`src/assert_macros.svh`:
```
// Assertion helpers for the voice slot allocator
`ifndef ASSERT_MACROS_SVH
`define ASSERT_MACROS_SVH
`ifndef NO_ASSERTIONS
// a concurrent check, disabled while reset is applied
`define VSA_CHECK(label, clk, rst_n, prop) \
    label: assert property (@(posedge clk) disable iff (!rst_n) prop) \
        else $error("voice slot allocator check failed");
// the same check, never disabled
`define VSA_CHECK_ALWAYS(label, clk, prop) \
    label: assert property (@(posedge clk) prop) \
        else $error("voice slot allocator check failed");
`else
`define VSA_CHECK(label, clk, rst_n, prop)
`define VSA_CHECK_ALWAYS(label, clk, prop)
`endif
`endif

```
`src/vsa_pkg.sv`:
```
`default_nettype none

package vsa_pkg;

    // defaults for the top level parameters
    localparam int DEF_NUM_SLOTS  = 64;
    localparam int DEF_OWNER_BITS = 32;
    localparam int DEF_AGE_BITS   = 32;

    // opcodes
    localparam logic [3:0] OP_ALLOC   = 4'd0;
    localparam logic [3:0] OP_FREE    = 4'd1;
    localparam logic [3:0] OP_SET_PRI = 4'd2;
    localparam logic [3:0] OP_HANDLER = 4'd3;
    localparam logic [3:0] OP_PLAY    = 4'd4;
    localparam logic [3:0] OP_STOP    = 4'd5;
    localparam logic [3:0] OP_BRK_LO  = 4'd6;
    localparam logic [3:0] OP_BRK_ACT = 4'd7;
    localparam logic [3:0] OP_TICK    = 4'd8;

    // result status codes
    localparam logic [2:0] RC_OK        = 3'd0;
    localparam logic [2:0] RC_NONE_FREE = 3'd1;
    localparam logic [2:0] RC_BAD_OWNER = 3'd2;
    localparam logic [2:0] RC_MULTI     = 3'd3;
    localparam logic [2:0] RC_REFUSED   = 3'd4;

    // slot status codes
    localparam logic [1:0] ST_ALLOC = 2'd0;
    localparam logic [1:0] ST_FREE  = 2'd1;
    localparam logic [1:0] ST_STOP  = 2'd2;

    // starting priority of the victim search
    localparam logic [7:0] PRI_START = 8'hff;

    typedef struct packed {
        logic [3:0]  opcode;
        logic [5:0]  slot;
        logic [31:0] owner;
        logic [7:0]  value;
    } req_word_t;

    typedef struct packed {
        logic [2:0] status_code;
        logic [5:0] result_slot;
        logic       victim_notified;
        logic [6:0] free_count;
        logic [6:0] use_count;
        logic [6:0] break_count;
    } rsp_word_t;

endpackage

`default_nettype wire

```
`src/vsa_slot_ram.sv`:
```
`default_nettype none

// slot record store: one write port, one read port, registered read data
module vsa_slot_ram #(
    parameter int DEPTH = vsa_pkg::DEF_NUM_SLOTS,
    parameter int WIDTH = 8,
    parameter int AW    = 6
) (
    input  wire logic             clk,
    input  wire logic             wr_en,
    input  wire logic [AW-1:0]    wr_addr,
    input  wire logic [WIDTH-1:0] wr_data,
    input  wire logic [AW-1:0]    rd_addr,
    output logic      [WIDTH-1:0] rd_data
);

    logic [WIDTH-1:0] mem [DEPTH];

    always_ff @(posedge clk)
    begin
        if (wr_en)
        begin
            mem[wr_addr] <= wr_data;
        end
    end

    always_ff @(posedge clk)
    begin
        rd_data <= mem[rd_addr];
    end

endmodule

`default_nettype wire

```
`config.mk`:
```
export PLATFORM = sky130hd
export DESIGN_NAME = vsa_slot_ram
export DESIGN_NICKNAME = d
export VERILOG_FILES = /design/src/assert_macros.svh /design/src/vsa_pkg.sv /design/src/vsa_slot_ram.sv
export SDC_FILE = /design/constraint.sdc
export NUM_CORES = 1
export LEC_CHECK = 0
export ABC_AREA = 1
export BUFFER_PORTS_ARGS = -buffer_cell sky130_fd_sc_hd__buf_4
export CORE_AREA = 2 2 207 229
export CTS_BUF_LIST = sky130_fd_sc_hd__clkbuf_4 sky130_fd_sc_hd__clkbuf_8
export DETAILED_ROUTE_END_ITERATION = 7
export DIE_AREA = 0 0 209 231
export PLACE_DENSITY = 0.59
export SYNTH_ARGS = -nofsm -noshare
export SYNTH_HDL_FRONTEND = slang
export SYNTH_SLANG_ARGS = --single-unit
```
`constraint.sdc`:
```
create_clock -name clk -period 4 [get_ports clk]
set_input_delay 0.6 -clock clk [delete_from_list [all_inputs] [get_ports clk]]
set_output_delay 0.6 -clock clk [all_outputs]
set_load 0.01 [all_outputs]
```
* After elaboration in Yosys (flattened, before gate mapping)
Memories as Yosys holds them, arrays and structs flattened. A register that Yosys moved wholly into a read port is not among the register bits.
Cells that the tools add are included.
Widths: inputs -> output; s select.
** Word-level totals
- Output and inout port bits :: 8
- Memory bits (writable) :: 512
- Memories kept :: 1
- Word-level logic and storage cells :: 3
- Flip-flop bits (word level) :: 0
** Cells by class
- Multiplexer cells :: 2
** Memories
- mem :: depth 64, bits a word 8, read ports 1, clocked after memory_dff 1, write ports 1, RTL line vsa_slot_ram.sv:17 : logic [WIDTH-1:0] mem [DEPTH];
** Operator list (number)
- $mux 1 :: 2

* Logic depth before layout (Yosys ltp)
Gate-level depths: netlist of run 1.
- Word-level depth :: 2
- Mapped depth :: 12

* Worst setup path before layout of run 1
Ideal clock, no wire load.
- Path type :: input-to-reg
- From :: input port wr_en
- To :: memory mem[48][0] (enable)
- Path buffers :: 1
- Cell stages on the path :: 3
- Data arrival time :: 1971 ps
- Library setup time :: 395 ps
- Path slack :: 1634 ps
- Path through :: clkbuf_1 nand4_1 nor4_1
** On the way
- Cells in the longest elaborated chain, start to end :: 2
** RTL lines
- start: declaration :: RTL line vsa_slot_ram.sv:10 : input wire logic wr_en,
- $mux 1 :: RTL line vsa_slot_ram.sv:21 : if (wr_en)
- $mux 1 (implied by the code) :: RTL line vsa_slot_ram.sv:23 : mem[wr_addr] <= wr_data;
- end: declaration :: RTL line vsa_slot_ram.sv:17
Every way passes these cells.

* Worst setup path after layout of run 1
- From :: input port wr_addr[2]
- To :: memory mem[27][7] (enable)
** RTL lines
- start: declaration :: RTL line vsa_slot_ram.sv:11 : input wire logic [AW-1:0] wr_addr,
No word-level cell before the write port.

==> results.yml, run 1 <==
status:
  status: "completed"
grt:
  grt_overflow: 0
  grt_usage_pct: 22.65
  grt_pass1_wl_um: 81380
  grt_max_degree: 143
  antenna_found_initial: 1
  first_global_vias: 13228
critical_path:
  worstPathMaxFanout: 9
  path_buf_inv: 2
  worstPathCellList: "buf_4 > inv_1 > nand4_1 > nor2_1"
  slowest_delay_ns: 0.88
  cp.arrival_ns: 2.64
  critPathKind: "input port to flop"
  cp_slowest_cell: "nor2_1"
  cp-end-kind: "flop"
  start_kind: "input port"
  cp.required_ns: 4.28
  crit_family: "simple AND/OR/NAND/NOR gates"
route:
  vias_per_cell: 5.489
  avgRoutedWirePerCell_um: 21.65
  wl_met1_um: 23040
  routed_wl_um: 54350
  final_antenna_net_count: 0
  dr_wl_met2_um: 25580
  dr.max_layer_used: "met5"
  wl_met3_um: 3927
  drt_iter0_drc: 1314
  drtPass1Iterations: 6
  drc_errors: 0
  vias: 13778
clocking:
  cts_tree: "built"
  clk_pin_slew_ns: 0.06
  clockBufferDepth: 3
  cts_made_buffers: 83
  clk_latency_ns: 0.66
  cts_root_buf: "clkbuf_8"
  ctsResizeCount: 0
  hold_buffers: 0
  cts-htree-levels: 3
  clock-sinks: 520
  postCtsSetupBuffers: 0
synthesis:
  synthFlopType: "edfxtp_1"
  synth_warnings: 0
  async_reset_ff_share_pct: 0
  synthesis.nets: 1827
  ys_types: 16
  synth_top_cell_by_area: "edfxtp_1"
  synth_edf_count: 512
  seq_area_frac_synth_pct: 72.80
  syn-cell-area_um2: 21340
  synthTopCellsByArea: "edfxtp_1 (72%), nand2_1 (11%), nand3_1 (10%)"
  syn_avg_cell_area_um2: 11.82
  synth_common_cells: "nand2_1 (648), edfxtp_1 (512), nand3_1 (439), nor2_1 (56), buf_2 (37)"
  synth_top_area_share_pct: 72.05
  synth-seq-cells: 520
  syn_inst: 1805
  yosysMostFrequentCell: "nand2_1"
floorplanning:
  ioPinCount: 30
  fp.dieH_um: 231
  placeableCoreArea_um2: 46210
  die_width_um: 209
  rows: 83
  start_util_pct: 46.18
  dieArea_um2: 48280
hold_path:
  hp-class: "input port to flop"
sta:
  hold_violations: 0
  max_freq_mhz: 423.9
  tns_ns: 0
  worstMarginPinSlew_ns: 1.289
  setup_violations: 0
  rsz0062_at_grt: "no"
  finalCritPeriodShare_pct: 58.98
  report.final.slew_viol_count: 0
  maxSlewHeadroom_pct: 13.98
  min_period_ns: 2.359
  clock_skew_ns: 0.03173
  setup_ws_ns: 1.641
layout:
  nets: 1879
  syn2layout_area_growth_pct: 10.34
  final_util_pct: 50.95
  diodes: 0
  n_fill_cell: 4048
  layout-drive-gt1-share_pct: 11.33
placed_design:
  port_buffers: 29
  dp_slack_ns: 1.065
  hpwlAfterDp_um: 30130
  place.gp.congestion: 0.8234
power_and_ir_drop:
  p_leak_uw: 0.008530
  ir_drop_uv: 264.3
  power_density_nw_per_um2: 476.5
  p_total_uw: 11220
job:
  drv_cap: 0
## cell families after synthesis
kind of cell,after synthesis,synth area share [%]
and+or+nand+nor,1160,23.18
DFF,520,72.80
buffers and inverters,125,4.022
## per-layer routing
metal | global-route usage, % | vias up
li1 | - | 6454
met1 | 30.00 | 6713
met2 | 35.85 | 507
met3 | 5.455 | 102
met4 | 9.754 | 2
met5 | 0 | -
## registers in the layout (all words and copies together), names as in the netlist
signal	flops
mem	512
rd_data	8
## final cells by class
type	instances	area [um^2]	area share, %
clock buffers	124	1488	6.318
well taps	595	744.5	3.162
repair buffers	80	656.9	2.790
clock inverters	19	123.9	0.5261
flip-flops and latches	520	15530	65.98
multi-input cells	1160	4946	21.01
inverters	12	52.55	0.2232
## layout by cell type, fill, tap and decap left out, drive strengths merged
master    instances
buf              79
bufinv            1
clkbuf          125
clkinv           14
clkinvlp          2
dfxtp             8
edfxtp          512
inv              14
nand2           648
nand3           439
nand4             9
nor2             56
nor4              8
## worst register-to-register path, delay by kind of cell (launching register included)
kind / cells / cell delay (ns)
flip-flops: 1 / 0.37
AND/OR/NAND/NOR: 8 / 0.96
## worst paths after layout
kind	startpoint	slack (ns)	end	cells past startpoint
hold / removal	rd_addr[5]	0.33	rd_data[5]	3
hold reg to reg	mem[4][3]	0.80	rd_data[3]	8
setup / recovery	wr_addr[2]	1.64	mem[27][7]	4
setup reg to reg	mem[55][1]	2.56	rd_data[1]	8
## metrics by stage
step	hold slack [ns]	area, um^2	instances
2_1_floorplan	0.6989	21340	1805
4_1_cts	0.2930	23550	2510
3_5_place_dp	0.7879	21930	2367
6_report	0.3308	23550	2510
5_1_grt	0.3129	23550	2510
3_3_place_gp	0.7837	21930	2367
## power by group
group	switching [uW]	internal, uW
registers	15.3	6030
logic	536	176
clock network	2030	2430
Note: power is estimated with default switching activity, not from simulation.
==> run 2, diff against run 1 <==
==> constraint.sdc (replaced) <==
create_clock -name clk -period 2.4 [get_ports clk]
set_input_delay 0.36 -clock clk [delete_from_list [all_inputs] [get_ports clk]]
set_output_delay 0.36 -clock clk [all_outputs]
set_load 0.01 [all_outputs]
==> run 2 against run 1 <==
Effect of this change:
- final area rose by 1.9%
- sequential cell count did not move
- hold slack got worse by 0.14 ns
==> results.yml, run 2 (synthesis results as in run 1) <==
critical_path:
  crit_family: "flip-flops"
  cp_slowest_cell: "dfxtp_1"
  cp.arrival_ns: 1.29
  critPathKind: "flop to output port"
  cp.required_ns: 2.04
  start_kind: "flop"
  path_buf_inv: 1
  slowest_delay_ns: 0.45
  worstPathMaxFanout: 1
  worstPathCellList: "buf_4"
  cp-end-kind: "output port"
sta:
  max_freq_mhz: 607.4
  maxSlewHeadroom_pct: 46.03
  report.final.slew_viol_count: 0
  tns_ns: 0
  setup_violations: 0
  rsz0062_at_grt: "no"
  clock_skew_ns: 0.02475
  min_period_ns: 1.646
  hold_violations: 0
  worstMarginPinSlew_ns: 0.8095
  finalCritPeriodShare_pct: 68.59
clocking:
  cts_made_buffers: 83
  cts-htree-levels: 3
  clk_latency_ns: 0.65
  clock-sinks: 520
  cts_tree: "built"
  postCtsSetupBuffers: 0
  hold_buffers: 1
  ctsResizeCount: 0
  clockBufferDepth: 3
  clk_pin_slew_ns: 0.06
  cts_root_buf: "clkbuf_8"
route:
  final_antenna_net_count: 0
  drc_errors: 0
  vias: 13957
  drt_iter0_drc: 1194
  vias_per_cell: 5.437
  routed_wl_um: 54690
  drtPass1Iterations: 5
  avgRoutedWirePerCell_um: 21.31
power_and_ir_drop:
  power_density_nw_per_um2: 772.6
  ir_drop_uv: 464.1
  p_leak_uw: 0.008802
placed_design:
  port_buffers: 29
  hpwlAfterDp_um: 31270
  post_dp_cell_area_um2: 22400
  place.gp.congestion: 0.8228
hold_path:
  hp-class: "input port to flop"
grt:
  grt_usage_pct: 22.96
  grt_max_degree: 122
  grt_pass1_wl_um: 83080
  grt_overflow: 0
  antenna_found_initial: 2
  first_global_vias: 13536
layout:
  n_fill_cell: 4050
  nets: 1928
  final_cell_mix: "nand2_1 (648), edfxtp_1 (512), nand3_1 (439), buf_4 (115), clkbuf_8 (87)"
  largest_reg_flops: 512
  layout-drive-gt1-share_pct: 13.25
  regMostFlops: "mem"
  multi_input_area_um2: 4946
  final_util_pct: 51.90
  final_area_um2: 23980
  largestRegisters: "mem (512), rd_data (8)"
  final_common_cell: "nand2_1"
  syn2layout_area_growth_pct: 12.39
  regArea_um2: 15530
floorplanning:
  start_util_pct: 46.18
  placeableCoreArea_um2: 46210
  ioPinCount: 30
  fp.dieH_um: 231
  die_width_um: 209
  rows: 83
  dieArea_um2: 48280
job:
  drv_cap: 0
status:
  status: "completed"
## run 2: path summary, 6_finish.rpt
check	startpoint	endpoint	slack, ns	cells past startpoint
max	rd_data[5]	rd_data[5]	0.75	1
min	rd_addr[4]	rd_data[5]	0.19	4
max reg2reg	mem[18][5]	rd_data[5]	0.97	8
min reg2reg	mem[14][3]	rd_data[3]	0.81	8
## run 2: final cells by class
type,instances,share of cell area [%]
flip-flops and latches,520,64.77
well taps,595,3.104
clock buffers,118,5.937
clock inverters,31,0.6208
repair buffers,129,4.701
inverters,12,0.2191
diodes,2,0.02087
multi-input cells,1160,20.62
## run 2: where the power goes
group          switching (uW)  leakage, uW  internal (uW)
Sequential               41.9      0.00467          10100
Combinational             879      0.00329            324
Clock                    3400     0.000841           3830
## run 2: metrics by stage
stage	hold slack (ns)	std cells	total power (uW)	setup slack [ns]
after floorplan	0.4589	1805	10980	0.2739
after global placement	0.6831	2415	11480	0.3409
after detailed placement	0.6799	2415	11490	0.3489
after CTS	0.1363	2565	18700	0.6991
after global routing	0.1785	2565	19180	0.7322
final	0.1867	2567	18530	0.7538
## run 2: metal layers
metal / up-vias / GRT usage (%) / share of wire (%)
met5: - / 0 / 0
met4: 0 / 8.080 / 2.5
met3: 80 / 4.353 / 6.4
met2: 435 / 37.16 / 48
met1: 6878 / 31.24 / 43
li1: 6564 / - / -
==> run 3, diff against run 2 <==
--- a/config.mk
+++ b/config.mk
@@ -5,13 +5,13 @@
 export SDC_FILE = /design/constraint.sdc
 export NUM_CORES = 1
 export LEC_CHECK = 0
-export ABC_AREA = 1
+export ABC_AREA = 0
 export BUFFER_PORTS_ARGS = -buffer_cell sky130_fd_sc_hd__buf_4
-export CORE_AREA = 2 2 207 229
+export CORE_AREA = 2 2 201 223
 export CTS_BUF_LIST = sky130_fd_sc_hd__clkbuf_4 sky130_fd_sc_hd__clkbuf_8
 export DETAILED_ROUTE_END_ITERATION = 7
-export DIE_AREA = 0 0 209 231
-export PLACE_DENSITY = 0.59
+export DIE_AREA = 0 0 203 225
+export PLACE_DENSITY = 0.61
 export SYNTH_ARGS = -nofsm -noshare
 export SYNTH_HDL_FRONTEND = slang
 export SYNTH_SLANG_ARGS = --single-unit
==> constraint.sdc (replaced) <==
create_clock -name clk -period 1.35 [get_ports clk]
set_input_delay 0.2025 -clock clk [delete_from_list [all_inputs] [get_ports clk]]
set_output_delay 0.2025 -clock clk [all_outputs]
set_load 0.01 [all_outputs]
==> run 3 against run 2 <==
Effect of this change:
- the run now ends with setup timing left
- count of clock-buffer cells in the layout is 19 lower
- routed wire length decreased by 14%
- setup slack got worse by 1.3 ns
- critical path depth increased by 5
- highest routed layer unchanged
- non-clock buffer count rose by 64
- final area increased by 5.1%
==> results.yml, run 3 <==
layout:
  regArea_um2: 15560
  syn2layout_area_growth_pct: 24.97
  final_cell_mix: "edfxtp_1 (512), mux4_2 (126), buf_4 (117), clkbuf_8 (84), buf_12 (66)"
  multi_input_area_um2: 5045
  final_common_cell: "edfxtp_1"
  final_util_pct: 58.42
  n_fill_cell: 3123
  largestRegisters: "mem (512), rd_data (8)"
  fin_cells: 1794
  largest_reg_flops: 512
  nets: 1185
  layout-drive-gt1-share_pct: 45.78
  regMostFlops: "mem"
floorplanning:
  placeableCoreArea_um2: 43140
  rows: 80
  start_util_pct: 46.75
  fp.dieH_um: 225
  ioPinCount: 30
  die_width_um: 203
  dieArea_um2: 45680
clocking:
  cts-htree-levels: 3
  clockBufferDepth: 3
  clk_latency_ns: 0.65
  cts_root_buf: "clkbuf_8"
  clock-sinks: 520
  cts_made_buffers: 79
  cts_tree: "built"
  clk_pin_slew_ns: 0.06
  postCtsSetupBuffers: 0
critical_path:
  rrSetupSlack_ns: -0.54
  slowest_delay_ns: 0.48
  reg2regPathDepth: 6
  start_kind: "flop"
  cp_slowest_cell: "mux4_2"
  path_buf_inv: 1
  endpoint: "rd_data[4]"
  timing.rr.end: "rd_data[4]"
  worstPathMaxFanout: 1
  crit_start: "mem[29][4]"
  cp-end-kind: "flop"
  worstPathCellList: "mux4_2 > mux2_4 > o221a_4 > nor3_2 > buf_4 > o32ai_2"
  cp.depth: 6
  critPathKind: "flop to flop"
  cp.arrival_ns: 2.41
  cp.required_ns: 1.87
  r2r-start: "mem[29][4]"
  crit_family: "multiplexers"
sta:
  clock_skew_ns: 0.03082
  worstMarginPinSlew_ns: 0.7652
  maxSlewHeadroom_pct: 48.98
  setup_ws_ns: -0.5360
  rsz0062_at_grt: "yes"
  hold_violations: 0
  max_freq_mhz: 530.2
  min_period_ns: 1.886
  hold_slack_ns: 0.1117
  finalCritPeriodShare_pct: 139.7
  setup_violations: 9
  report.final.slew_viol_count: 0
synthesis:
  synth-seq-cells: 520
  synth_top_cell_by_area: "edfxtp_1"
  ys_types: 40
  synth_common_cells: "edfxtp_1 (512), mux4_2 (126), nor2_1 (83), mux2i_1 (23), nand2_1 (19)"
  async_reset_ff_share_pct: 0
  synthTopCellsByArea: "edfxtp_1 (76%), mux4_2 (14%), nor2_1 (1.5%)"
  synthFlopType: "edfxtp_1"
  synth_warnings: 0
  seq_area_frac_synth_pct: 77.03
  synthesis.nets: 962
  syn-cell-area_um2: 20170
  synth_top_area_share_pct: 76.24
  synth_edf_count: 512
  yosysMostFrequentCell: "edfxtp_1"
  syn_inst: 940
  syn_avg_cell_area_um2: 21.45
hold_path:
  worstHoldStart: "wr_data[1]"
  hp-class: "input port to flop"
route:
  drtPass1Iterations: 5
  drc_errors: 0
  vias: 10071
  drt_iter0_drc: 753
  final_antenna_net_count: 0
  vias_per_cell: 5.614
  routed_wl_um: 46830
  avgRoutedWirePerCell_um: 26.10
power_and_ir_drop:
  netSwitchingFraction_pct: 21.53
  netSwitchingPower_uw: 7114
  p_seq_share_pct: 54.3
  power_density_nw_per_um2: 1311
  p_comb_share_pct: 6.6
  internal_power_uw: 25940
  clockPowerShare_pct: 39.1
  p_leak_uw: 0.008124
  ir_drop_uv: 878.6
placed_design:
  hpwlAfterDp_um: 30110
  port_buffers: 29
  dp_slack_ns: -1.062
  dp.cells: 1655
  place.gp.congestion: 0.8117
grt:
  first_global_vias: 10607
  antenna_found_initial: 1
  grt_usage_pct: 21.43
  grt_max_degree: 65
  grt_pass1_wl_um: 69600
  grt_overflow: 0
job:
  drv_cap: 0
status:
  violations: "setup timing"
  status: "finished with violations"
run 3: changes by cell type after synthesis, moves of 8 or more:
cell / previous run / this run
nor2b_1: 0 / 14
mux4_2: 0 / 126
buf_2: 37 / 11
inv_1: 10 / 0
mux2i_1: 0 / 23
nor2_1: 56 / 83
nand2_1: 648 / 19
mux2_2: 0 / 13
o221ai_1: 0 / 8
o22ai_1: 0 / 8
nand3_1: 439 / 13
buf_6: 35 / 4
run 3: power groups by stage:
stage | Combinational [uW] | Sequential, uW | Clock, uW
detailed placement | 2120 | 18300 | 0
floorplan | 1100 | 18300 | 0
CTS | 2180 | 17900 | 13200
finish | 2170 | 18000 | 12900
global route | 2310 | 18000 | 13900
global placement | 2090 | 18300 | 0
run 3: cells by family after synthesis:
kind of cell | synth area share [%]
AO/OA/AOI/OAI | 2.072
buffers and inverters | 1.570
flip-flops | 77.03
multiplexers | 15.94
AND/OR/NAND/NOR | 3.387
run 3: routing by layer:
layer | part of all wire, % | track usage (%)
met1 | 42 | 28.84
met2 | 50 | 35.19
met3 | 5.6 | 3.947
met4 | 2.3 | 8.076
met5 | 0 | 0
run 3: cell type report:
type,instances,area share (%)
clock inverter,38,1.201
multi-input combinational,369,20.02
sequential,520,61.73
timing repair buffer,193,9.179
tap,574,2.850
antenna,1,0.009929
clock buffer,99,5.009
run 3: per-stage QoR:
stage | cell area, um^2 | power [uW] | TNS [ns]
floorplan | 20900 | 19350 | -42.61
global placement | 23430 | 20370 | -56.14
detailed placement | 23430 | 20390 | -59.52
CTS | 25150 | 33360 | -3.808
global route | 25200 | 34120 | -3.990
finish | 25200 | 33050 | -3.476
run 3: worst min path at each step:
stage	cells after the start	to
floorplan	0	mem[0][0]
global placement	2	rd_data[3]
detailed placement	1	rd_data[7]
CTS	4	rd_data[2]
global route	4	rd_data[2]
finish	1	mem[32][1]
run 3: what timing repair did:
action | in CTS | in global routing
resized for setup | 40 | 11
hold endpoints to repair | 7 | 0
pin swaps | 6 | 2
hold buffers | 1 | 0
endpoints found under the setup margin | 15 | 14
